`config.mk`:
```
export PLATFORM = sky130hd
export DESIGN_NAME = bcd_alarm_clock_top
export DESIGN_NICKNAME = d
export VERILOG_FILES = /design/src/rtl/bac_pkg.sv /design/src/rtl/bcd_alarm_clock_top.sv /design/src/rtl/bac_clock_core.sv
export SDC_FILE = /design/constraint.sdc
export NUM_CORES = 1
export LEC_CHECK = 0
export BUFFER_PORTS_ARGS = -buffer_cell sky130_fd_sc_hd__buf_4
export CORE_MARGIN = 2
export CORE_UTILIZATION = 60
export CTS_BUF_LIST = sky130_fd_sc_hd__clkbuf_4
export CTS_CLUSTER_SIZE = 20
export DETAILED_ROUTE_END_ITERATION = 7
export PLACE_DENSITY = 0.78
export SLEW_MARGIN = 20
export SYNTH_ARGS = -nofsm -noshare
export SYNTH_HDL_FRONTEND = slang
export SYNTH_SLANG_ARGS = --single-unit
```
`constraint.sdc`:
```
create_clock -name clk_i -period 6.4 [get_ports clk_i]
set_input_delay 0.64 -clock clk_i [delete_from_list [all_inputs] [get_ports clk_i]]
set_output_delay 0.64 -clock clk_i [all_outputs]
set_load 0.02 [all_outputs]
```
`src/rtl/bac_pkg.sv`:
```
package bac_pkg;

  // Item operation codes
  typedef enum logic [2:0] {
    OP_TICK      = 3'd0,
    OP_SET_TIME  = 3'd1,
    OP_SET_ALARM = 3'd2,
    OP_ALARM_OFF = 3'd3,
    OP_SNOOZE    = 3'd4
  } op_e;

  // Alarm modes
  typedef enum logic [1:0] {
    MODE_OFF    = 2'd0,
    MODE_READY  = 2'd1,
    MODE_RING   = 2'd2,
    MODE_SNOOZE = 2'd3
  } mode_e;

  // Digit positions, tens of hours first
  localparam int unsigned POS_TH = 0;
  localparam int unsigned POS_UH = 1;
  localparam int unsigned POS_TM = 2;
  localparam int unsigned POS_UM = 3;
  localparam int unsigned POS_TS = 4;
  localparam int unsigned POS_US = 5;

  localparam logic [3:0] DIGIT_UNSET     = 4'hF;
  localparam logic [3:0] DIGIT_MAX       = 4'd9;
  localparam logic [3:0] TENS_MAX        = 4'd5;
  localparam logic [3:0] HOUR_TENS_MAX   = 4'd2;
  localparam logic [3:0] HOUR_UNITS_LAST = 4'd3;
  localparam logic [13:0] SECS_PER_MIN   = 14'd60;
  localparam logic [23:0] TPS_RESET      = 24'd999;

  // Six time digits and four alarm digits, index 0 in the low bits
  typedef logic [5:0][3:0] time_t;
  typedef logic [3:0][3:0] alarm_t;

  typedef struct packed {
    logic [2:0] operation;
    logic [3:0] tens_hour;
    logic [3:0] units_hour;
    logic [3:0] tens_minute;
    logic [3:0] units_minute;
    logic [3:0] tens_second;
    logic [3:0] units_second;
    logic [7:0] snooze_minutes;
  } in_t;

  typedef struct packed {
    logic [3:0] shown_tens_hour;
    logic [3:0] shown_units_hour;
    logic [2:0] shown_tens_minute;
    logic [3:0] shown_units_minute;
    logic [2:0] shown_tens_second;
    logic [3:0] shown_units_second;
    logic       time_valid;
    logic [1:0] alarm_state;
    logic       alarm_ring;
    logic       second_pulse;
    logic       accepted;
  } out_t;

endpackage

```
`src/rtl/bcd_alarm_clock_top.sv`:
```
// An item taken in waits in the input register and moves on into the result register
// once that is free or being drained. One item per cycle unless the output stalls; the
// clock state updates on that move, so each item sees the state left by the last one.
// Reset (asynchronous, active low): clock unset (tens of hours 15), alarm off,
// prescaler and snooze count zero, prescaler limit 999, both stages empty.
module bcd_alarm_clock_top #(
  parameter int unsigned PRESCALE_WIDTH = 24,
  parameter int unsigned SNOOZE_WIDTH   = 16
) (
  input  logic          clk_i,
  input  logic          rst_ni,
  input  logic          cfg_valid_i,
  output logic          cfg_ready_o,
  input  logic [23:0]   cfg_data_i,
  input  logic          in_valid_i,
  output logic          in_stall_o,
  input  bac_pkg::in_t  in_data_i,
  output logic          out_valid_o,
  input  logic          out_stall_i,
  output bac_pkg::out_t out_data_o
);

  logic [23:0]               tps_q;
  logic [31:0]               tps_ext;
  logic [PRESCALE_WIDTH-1:0] limit;

  logic                      in_valid_q, in_valid_d;
  bac_pkg::in_t              in_q;
  logic                      out_valid_q, out_valid_d;
  bac_pkg::out_t             out_q;
  logic                      advance;
  logic                      in_take;

  bac_pkg::time_t            time_q, time_d;
  bac_pkg::alarm_t           alarm_q, alarm_d;
  logic [PRESCALE_WIDTH-1:0] presc_q, presc_d;
  bac_pkg::mode_e            mode_q, mode_d;
  logic [SNOOZE_WIDTH-1:0]   snooze_q, snooze_d;
  bac_pkg::out_t             result;

  // Prescaler limit register, masked to the prescaler width
  assign cfg_ready_o = 1'b1;
  assign tps_ext     = 32'(tps_q);
  assign limit       = tps_ext[PRESCALE_WIDTH-1:0];

  always_ff @(posedge clk_i or negedge rst_ni) begin
    if (!rst_ni) begin
      tps_q <= bac_pkg::TPS_RESET;
    end else if (cfg_valid_i && cfg_ready_o) begin
      tps_q <= cfg_data_i;
    end
  end

  // Move the held item on when the result register is free or being drained
  assign advance     = in_valid_q && (!out_valid_q || !out_stall_i);
  assign in_stall_o  = in_valid_q && !advance;
  assign in_take     = in_valid_i && !in_stall_o;
  assign in_valid_d  = in_take ? 1'b1 : (advance ? 1'b0 : in_valid_q);
  assign out_valid_d = advance ? 1'b1 : (out_valid_q && out_stall_i);

  always_ff @(posedge clk_i or negedge rst_ni) begin
    if (!rst_ni) begin
      in_valid_q  <= 1'b0;
      out_valid_q <= 1'b0;
    end else begin
      in_valid_q  <= in_valid_d;
      out_valid_q <= out_valid_d;
    end
  end

  // Hold payloads
  always_ff @(posedge clk_i) begin
    if (in_take) begin
      in_q <= in_data_i;
    end
    if (advance) begin
      out_q <= result;
    end
  end

  bac_clock_core #(
    .PRESCALE_WIDTH(PRESCALE_WIDTH),
    .SNOOZE_WIDTH  (SNOOZE_WIDTH)
  ) u_core (
    .item_i  (in_q),
    .limit_i (limit),
    .time_i  (time_q),
    .alarm_i (alarm_q),
    .presc_i (presc_q),
    .mode_i  (mode_q),
    .snooze_i(snooze_q),
    .time_o  (time_d),
    .alarm_o (alarm_d),
    .presc_o (presc_d),
    .mode_o  (mode_d),
    .snooze_o(snooze_d),
    .result_o(result)
  );

  // Commit the clock state with each transfer into the result register
  always_ff @(posedge clk_i or negedge rst_ni) begin
    if (!rst_ni) begin
      // tens of hours sits in the lowest digit
      time_q   <= {20'd0, bac_pkg::DIGIT_UNSET};
      alarm_q  <= '0;
      presc_q  <= '0;
      mode_q   <= bac_pkg::MODE_OFF;
      snooze_q <= '0;
    end else if (advance) begin
      time_q   <= time_d;
      alarm_q  <= alarm_d;
      presc_q  <= presc_d;
      mode_q   <= mode_d;
      snooze_q <= snooze_d;
    end
  end

  assign out_valid_o = out_valid_q;
  assign out_data_o  = out_q;

`ifndef SYNTHESIS
  // A held item with a free output side lands in the result register
  assert property (@(posedge clk_i) disable iff (!rst_ni)
    in_valid_q && !out_stall_i |=> out_valid_o)
    else $error("held item did not reach the result register");

  // Input stalls only behind a stalled, full result register
  assert property (@(posedge clk_i) disable iff (!rst_ni)
    in_stall_o |-> (out_valid_o && out_stall_i))
    else $error("input stalled without back-pressure");

  // Any alarm mode other than off needs a set clock
  assert property (@(posedge clk_i) disable iff (!rst_ni)
    out_valid_o && (out_data_o.alarm_state != bac_pkg::MODE_OFF) |-> out_data_o.time_valid)
    else $error("alarm active on an unset clock");
`endif

endmodule

```
`src/rtl/bac_clock_core.sv`:
```
module bac_clock_core #(
  parameter int unsigned PRESCALE_WIDTH = 24,
  parameter int unsigned SNOOZE_WIDTH   = 16
) (
  input  bac_pkg::in_t              item_i,
  input  logic [PRESCALE_WIDTH-1:0] limit_i,
  input  bac_pkg::time_t            time_i,
  input  bac_pkg::alarm_t           alarm_i,
  input  logic [PRESCALE_WIDTH-1:0] presc_i,
  input  bac_pkg::mode_e            mode_i,
  input  logic [SNOOZE_WIDTH-1:0]   snooze_i,
  output bac_pkg::time_t            time_o,
  output bac_pkg::alarm_t           alarm_o,
  output logic [PRESCALE_WIDTH-1:0] presc_o,
  output bac_pkg::mode_e            mode_o,
  output logic [SNOOZE_WIDTH-1:0]   snooze_o,
  output bac_pkg::out_t             result_o
);

  localparam int unsigned SumW = SNOOZE_WIDTH + 1;
  localparam logic [PRESCALE_WIDTH-1:0] PrescOne = PRESCALE_WIDTH'(1);
  localparam logic [SNOOZE_WIDTH-1:0] SnoozeOne = SNOOZE_WIDTH'(1);

  bac_pkg::time_t            item_dig;
  bac_pkg::time_t            adv;
  logic [5:0]                can;
  logic [5:0]                carry;
  logic                      run;
  logic                      clock_set;
  logic                      time_ok;
  logic [13:0]               snz_add;
  logic [SumW-1:0]           snz_sum;
  logic [SNOOZE_WIDTH-1:0]   snz_sat;
  logic                      pulse;
  logic                      acc;

  // Gather the digit fields of the item
  assign item_dig[bac_pkg::POS_TH] = item_i.tens_hour;
  assign item_dig[bac_pkg::POS_UH] = item_i.units_hour;
  assign item_dig[bac_pkg::POS_TM] = item_i.tens_minute;
  assign item_dig[bac_pkg::POS_UM] = item_i.units_minute;
  assign item_dig[bac_pkg::POS_TS] = item_i.tens_second;
  assign item_dig[bac_pkg::POS_US] = item_i.units_second;

  assign clock_set = (time_i[bac_pkg::POS_TH] <= bac_pkg::HOUR_TENS_MAX);
  assign run       = !(time_i[bac_pkg::POS_TH] > bac_pkg::DIGIT_MAX);

  // Which digits can step without carrying on
  assign can[bac_pkg::POS_US] = time_i[bac_pkg::POS_US] < bac_pkg::DIGIT_MAX;
  assign can[bac_pkg::POS_TS] = time_i[bac_pkg::POS_TS] < bac_pkg::TENS_MAX;
  assign can[bac_pkg::POS_UM] = time_i[bac_pkg::POS_UM] < bac_pkg::DIGIT_MAX;
  assign can[bac_pkg::POS_TM] = time_i[bac_pkg::POS_TM] < bac_pkg::TENS_MAX;
  assign can[bac_pkg::POS_UH] = (time_i[bac_pkg::POS_TH] < bac_pkg::HOUR_TENS_MAX)
                              ? (time_i[bac_pkg::POS_UH] < bac_pkg::DIGIT_MAX)
                              : (time_i[bac_pkg::POS_UH] < bac_pkg::HOUR_UNITS_LAST);
  assign can[bac_pkg::POS_TH] = time_i[bac_pkg::POS_TH] < bac_pkg::HOUR_TENS_MAX;

  // Ripple the carry from units of seconds up to tens of hours
  always_comb begin
    carry[bac_pkg::POS_US] = 1'b1;
    for (int k = 4; k >= 0; k--) begin
      carry[k] = carry[k+1] && !can[k+1];
    end
  end

  // Step the digit that takes the carry and clear those below it
  always_comb begin
    for (int k = 0; k < 6; k++) begin
      if (carry[k]) begin
        adv[k] = can[k] ? (time_i[k] + 4'd1) : 4'd0;
      end else begin
        adv[k] = time_i[k];
      end
    end
  end

  // Check a set-time request
  assign time_ok = (item_dig[bac_pkg::POS_TH] <= bac_pkg::HOUR_TENS_MAX)
                && (item_dig[bac_pkg::POS_UH] <= bac_pkg::DIGIT_MAX)
                && ((item_dig[bac_pkg::POS_TH] < bac_pkg::HOUR_TENS_MAX)
                    || (item_dig[bac_pkg::POS_UH] <= bac_pkg::HOUR_UNITS_LAST))
                && (item_dig[bac_pkg::POS_TM] <= bac_pkg::TENS_MAX)
                && (item_dig[bac_pkg::POS_UM] <= bac_pkg::DIGIT_MAX)
                && (item_dig[bac_pkg::POS_TS] <= bac_pkg::TENS_MAX)
                && (item_dig[bac_pkg::POS_US] <= bac_pkg::DIGIT_MAX);

  // Add snooze minutes as seconds, saturating
  assign snz_add = {6'd0, item_i.snooze_minutes} * bac_pkg::SECS_PER_MIN;
  assign snz_sum = {1'b0, snooze_i} + SumW'(snz_add);
  assign snz_sat = snz_sum[SNOOZE_WIDTH] ? {SNOOZE_WIDTH{1'b1}} : snz_sum[SNOOZE_WIDTH-1:0];

  // Next state for one item
  always_comb begin
    time_o   = time_i;
    alarm_o  = alarm_i;
    presc_o  = presc_i;
    mode_o   = mode_i;
    snooze_o = snooze_i;
    pulse    = 1'b0;
    acc      = 1'b0;
    case (bac_pkg::op_e'(item_i.operation))
      bac_pkg::OP_TICK: begin
        if (presc_i >= limit_i) begin
          presc_o = '0;
          pulse   = 1'b1;
          if (run) begin
            if (mode_i == bac_pkg::MODE_SNOOZE) begin
              if (snooze_i[SNOOZE_WIDTH-1:1] == '0) begin
                snooze_o = '0;
                if (clock_set) begin
                  mode_o = bac_pkg::MODE_RING;
                end
              end else begin
                snooze_o = snooze_i - SnoozeOne;
              end
            end
            time_o = adv;
            // compare HH:MM with the alarm when the minute changes
            if (carry[bac_pkg::POS_UM] && (mode_o == bac_pkg::MODE_READY)
                && (alarm_i == adv[3:0])
                && (adv[bac_pkg::POS_TH] <= bac_pkg::HOUR_TENS_MAX)) begin
              mode_o = bac_pkg::MODE_RING;
            end
          end
        end else begin
          presc_o = presc_i + PrescOne;
        end
      end
      bac_pkg::OP_SET_TIME: begin
        acc = time_ok;
        if (time_ok) begin
          time_o = item_dig;
        end
      end
      bac_pkg::OP_SET_ALARM: begin
        alarm_o = item_dig[3:0];
        acc     = clock_set;
        if (clock_set) begin
          mode_o = bac_pkg::MODE_READY;
        end
      end
      bac_pkg::OP_ALARM_OFF: begin
        acc = clock_set;
        if (clock_set) begin
          mode_o = bac_pkg::MODE_READY;
        end
      end
      bac_pkg::OP_SNOOZE: begin
        snooze_o = snz_sat;
        acc      = clock_set;
        if (clock_set) begin
          mode_o = bac_pkg::MODE_SNOOZE;
        end
      end
      default: begin
      end
    endcase
  end

  // Build the result from the state after the item
  always_comb begin
    result_o.shown_tens_hour    = time_o[bac_pkg::POS_TH];
    result_o.shown_units_hour   = time_o[bac_pkg::POS_UH];
    result_o.shown_tens_minute  = time_o[bac_pkg::POS_TM][2:0];
    result_o.shown_units_minute = time_o[bac_pkg::POS_UM];
    result_o.shown_tens_second  = time_o[bac_pkg::POS_TS][2:0];
    result_o.shown_units_second = time_o[bac_pkg::POS_US];
    result_o.time_valid         = (time_o[bac_pkg::POS_TH] <= bac_pkg::HOUR_TENS_MAX);
    result_o.alarm_state        = mode_o;
    result_o.alarm_ring         = (mode_o == bac_pkg::MODE_RING);
    result_o.second_pulse       = pulse;
    result_o.accepted           = acc;
  end

endmodule
```
* Word level (Yosys, flattened, before mapping)
Cells that the tools add are included.
Word-level totals: bits in registers 171, input bits 64, output and inout port bits 31, word-level logic and storage cells 160
Operators by class: $add $sub $neg 9, multiply operators 1, order comparisons 20, equal/unequal tests 13, mux-type cells 40, reduce and logical (&&, ||, !) cells 40
Operators with widths (number):
- 24-bit 2-to-1 mux | 4
- 16-bit 2-to-1 mux | 5
- 24-bit one-hot mux with 2 select lines | 1
- 4-bit 2-to-1 mux | 11
- 16-bit one-hot mux with 2 select lines | 1
- 24-bit by 1-bit adder with 24-bit output (second input constant) | 1
- 4-bit by 1-bit adder with 4-bit output (second input constant) | 6
- 24-bit >= comparator | 1
- 2-bit 2-to-1 mux | 11
- 4-bit by 2-bit less-or-equal comparator with 1-bit output (second input constant) | 5
- 16-bit by 14-bit adder with 17-bit output | 1
- 1-bit logical AND | 17
- 16-bit == test | 1
- 16-bit by 1-bit subtractor with 16-bit output (second input constant) | 1
- 15-bit zero test | 1
- 4-bit less-or-equal comparator (second input constant) | 3
- 4-bit by 2-bit < comparator with 1-bit output (second input constant) | 3
- 4-bit < comparator (second input constant) | 3
- 8-bit by 4-bit multiplier with 12-bit output (second input constant) | 1
- 5-bit AND reduction | 2
- 1-bit zero test | 9
- 4-bit by 3-bit less-or-equal comparator with 1-bit output (second input constant) | 2
- 4-bit by 3-bit < comparator with 1-bit output (second input constant) | 2
- 3-bit by 2-bit == test with 1-bit output (second input constant) | 2
- other kinds (17) | 29

* Logic depth before layout (Yosys ltp)
word-level depth 16, mapped depth 22, mapped depth without buffers 21

* Hierarchy
A second synthesis with hierarchy kept.
Second synthesis, totals: cells, all modules 1110, area, all modules 11735.0 µm²
By module, submodules not included:
- bcd_alarm_clock_top | times used 1, cells an instance 297, area each 6303.5 µm², seq. area each 4609.4 µm²
- bac_clock_core | times used 1, cells an instance 813, area each 5431.5 µm², seq. area each 0.0 µm²

* Worst setup path after synthesis
No wires, ideal clock.
path kind reg2reg, from register in_q[0] in the netlist's numbering, to register snooze_q[12], setup time 0.118 ns, arrival time 4.784 ns, data required time 6.282 ns, path slack 1.498 ns, cell stages (with the launch flop) 23, path buffers 1, clock period less this slack 4.902 ns, cells stage by stage edfxtp_1 fa_1 inv_1 fa_1 inv_1 ha_1 a21o_1 a21oi_1 o21bai_1 a21oi_1 o21bai_1 a21oi_1 xnor2_1 ha_1 or3_1 a2111oi_0 o31ai_1 a21oi_1 nand3b_1 nand2_1 clkbuf_1 a2bb2oi_1 a21o_1
Between the ends: cells in the longest elaborated chain, start to end 4
Ends and longest elaborated chain:
- from (decl) | RTL line bcd_alarm_clock_top.sv:28 | bac_pkg::in_t in_q;
- from (signal assigned) | RTL line bcd_alarm_clock_top.sv:74 | in_q <= in_data_i;
- 8-bit by 4-bit multiplier with 12-bit output | RTL line bac_clock_core.sv:88 | assign snz_add = {6'd0, item_i.snooze_minutes} * bac_pkg::SECS_PER_MIN;
- 16-bit by 14-bit adder with 17-bit output | RTL line bac_clock_core.sv:89 | assign snz_sum = {1'b0, snooze_i} + SumW'(snz_add);
- 16-bit 2-to-1 mux | RTL line bac_clock_core.sv:90 | assign snz_sat = snz_sum[SNOOZE_WIDTH] ? {SNOOZE_WIDTH{1'b1}} : snz_sum[SNOOZE_WIDTH-1:0];
- 16-bit one-hot mux with 2 select lines | RTL line bac_clock_core.sv:101 | case (bac_pkg::op_e'(item_i.operation))
- to (signal assigned) | RTL line bcd_alarm_clock_top.sv:114 | snooze_q <= snooze_d;
- to (decl) | RTL line bcd_alarm_clock_top.sv:38 | logic [SNOOZE_WIDTH-1:0] snooze_q, snooze_d;
No other way between the ends. A chain may end at the register's enable or synchronous reset.

* Worst setup path in the final report
from register in_q[0] in the netlist's numbering, to register snooze_q[2]
The elaborated chain is that of the path after synthesis.

==> metrics.txt <==
final clock skew=0.0206 ns; final setup violation count=0; gr ovfl total=0; Worst setup EP type=register; Synth Flop Type=dfrtp_1; Clock Path Buffers=2; period utilisation layout=0.848; antenna viol nets, final=0; worst r2r dst=snooze_q[2]; CTS clk-pin slew, worst paths=0.14 ns; RSZ-0062 raised after global routing=false; Num CTS Buffers=17; # IOs=95; CP Data Required Time=6.86 ns; hold_sp=in_data_i[20]; Gate Count Post-Synth=1121; Netlist cell types=94; Synth async-reset ratio=0.632; Worst slew margin=0.355; GR Util met2=0.428; fraction of layout cells with a size suffix above 1=0.163; placed instance count=1406; Mapped Avg Cell Area=9.65 sq um; count of flip-flops with a built-in enable after synthesis=63; # hold bufs at CTS=1; Tightest Hold Check Type=input pin to register; Area growth syn-to-layout=11.1%; first-pass GRT wire length=42.9 mm; total power=3.43 mW; # DRC=0; vias in the first global route=8381; Placer Congestion=0.985; CTS resizes=0; die span in x=138 um; hold depth=1; Total GRT Usage=0.278; die area=19100 sq um; TritonCTS Sinks=171; M1 GR Usage=0.407; initial antenna violation count=1; Syn Nets=1267; total core area=17800 sq um; Cell Pwr Density=286 nW/um^2; Setup CP Type=register to register; root buf cell=clkbuf_4; initial DRC count=822; Final Max Slew Viols=0; maximum clock frequency=184 MHz; Clk Latency, worst-skew pair=0.58 ns; first drt pass iteration count=5; die height=138 um; Vias=8853; gr busiest metal=met2; fin nets=1343; sequential area share after synthesis=0.426; Worst R2R Path Depth=21; detailed placement HPWL=18.8 mm; Hold Violations, Final=0; Vias/cell=6.15; CP max FO=12; Register-to-Register Setup Slack=0.98 ns; crit path launch type=register; Layout Cells excl Fill=1440; Core Rows=49; routed len/inst=18.0 um; number of buffers added for setup after CTS=0; Yosys warning total=0; hold worst-path end=in_q[20]; worst slew pin tran=0.968 ns; largest net degree at the start of global routing=75; outcome=completed; minimum clock period=5.42 ns; CTS tree=yes; initial core utilization=0.606; setup TNS=0 ns; worst IR drop on VDD=0.000181 V; met3 usage=0.0499; critical register-to-register path startpoint=in_q[0]; WP data arrival=5.89 ns; fillcell total=1409; PortBufs=93; number of H-tree levels=4; area of the mapped netlist=10800 sq um; max-cap violation count=0; #FFs+latches synth=171; Pleak=5.21 nW; final wirelength=26.0 mm
==> flip-flops by register name, summed over array words and instances, names as in the netlist, 2 cells and up <==
name        cells
in_q           35
out_data_o     28
time_q         24
mode_q          2
alarm_q        16
limit          24
presc_q        24
snooze_q       16
==> synth_stat cells (all sizes together), types with 21 or more instances <==
library cell    n  area share
nand2         122       0.043
o21ai         103       0.048
dfrtp          96        0.22
inv            80       0.028
nor2           70       0.025
ha             68       0.079
edfxtp         63        0.17
a21oi          59       0.028
clkbuf         31       0.011
nand3          31       0.015
nor3           29       0.014
xnor2          26       0.021
mux2           21       0.022
xor2           21       0.017
==> where the power goes <==
part           leakage (nW)  total [mW]  internal (mW)  switching (mW)
registers              1.89        1.43           1.28           0.151
logic                  3.13        1.26          0.553           0.708
clock network         0.190       0.739          0.362           0.377
total                  5.21        3.43           2.20            1.24
==> worst max-delay path, stage by stage (launching register included) <==
cell	delay, ns
edfxtp_1	0.48
fa_1	0.58
inv_1	0.05
fa_1	0.47
inv_1	0.06
ha_1	0.27
a21o_1	0.15
a21oi_1	0.22
o21bai_1	0.10
a21oi_1	0.22
o21bai_1	0.09
a21oi_1	0.22
xnor2_1	0.10
ha_1	0.22
or3_1	0.34
a2111oi_0	0.41
o31ai_1	0.13
a21oi_1	0.30
nand3b_1	0.23
nand2_1	0.30
o211ai_1	0.30
nand3_1	0.10
==> stage by stage <==
step           cell area, sq um  utilization  hold slack [ns]  worst slack [ns]
6_report                  12000        0.674            0.224             0.975
2_1_floorplan             10800            -            0.344              1.50
4_1_cts                   12000        0.673            0.195              1.03
3_3_place_gp              11700        0.654            0.476              1.21
5_1_grt                   12000        0.674            0.171             0.500
3_5_place_dp              11700        0.654            0.495              1.05
==> area by class of cell <==
cell class	count	area, sq um	area share
Antenna cell	1	2.50	0.000208
Multi-Input combinational cell	821	5680	0.473
Timing Repair Buffer	104	783	0.0652
Inverter	82	308	0.0256
Tap cell	229	287	0.0238
Clock buffer	20	150	0.0125
Clock inverter	12	194	0.0161
Sequential cell	171	4610	0.384
==> kinds of logic after synthesis <==
family,share of synthesized area
compound gates,0.201
simple gates,0.157
flops,0.426
other cells,0.000347
xor+xnor,0.0381
fa+ha+maj,0.105
mux,0.0246
buf+inv,0.0485
==> layout by cell type, fill, tap and decap left out, drive strengths merged, types with 7 or more instances in the layout <==
cell type and count:
o21bai 10, o21a 10, nand2b 15, dfstp 12, a21o 16, o31ai 13, xor2 21, mux2 21
nand4 14, o22ai 10, inv 84, ha 68, o211ai 8, a211oi 8, a22oi 15, nand3 31
a31oi 8, o221ai 9, fa 14, edfxtp 63, nor4 9, xnor2 26, clkbuf 20, o21ai 103
nor3 29, and2 7, dfrtp 96, and3 13, buf 103, nand2 122, a21oi 59, nor2b 8
nor2 70
==> worst max-delay path by stage <==
stage / start / endpoint / cells after the start
floorplan: in_q[0] / snooze_q[12] / 22
global placement: in_q[0] / snooze_q[12] / 21
detailed placement: in_q[0] / snooze_q[8] / 21
CTS: in_q[0] / snooze_q[2] / 21
global route: in_q[0] / snooze_q[2] / 21
finish: in_q[0] / snooze_q[2] / 21
==> routing by layer <==
metal / vias to the layer above / wire [um] / part of all wire
li1: 4213 / - / -
met1: 4215 / 11600 / 0.45
met2: 380 / 11800 / 0.45
met3: 45 / 2110 / 0.081
met4: 0 / 456 / 0.018
met5: - / 0 / 0
(Power assumes the default switching activity.)
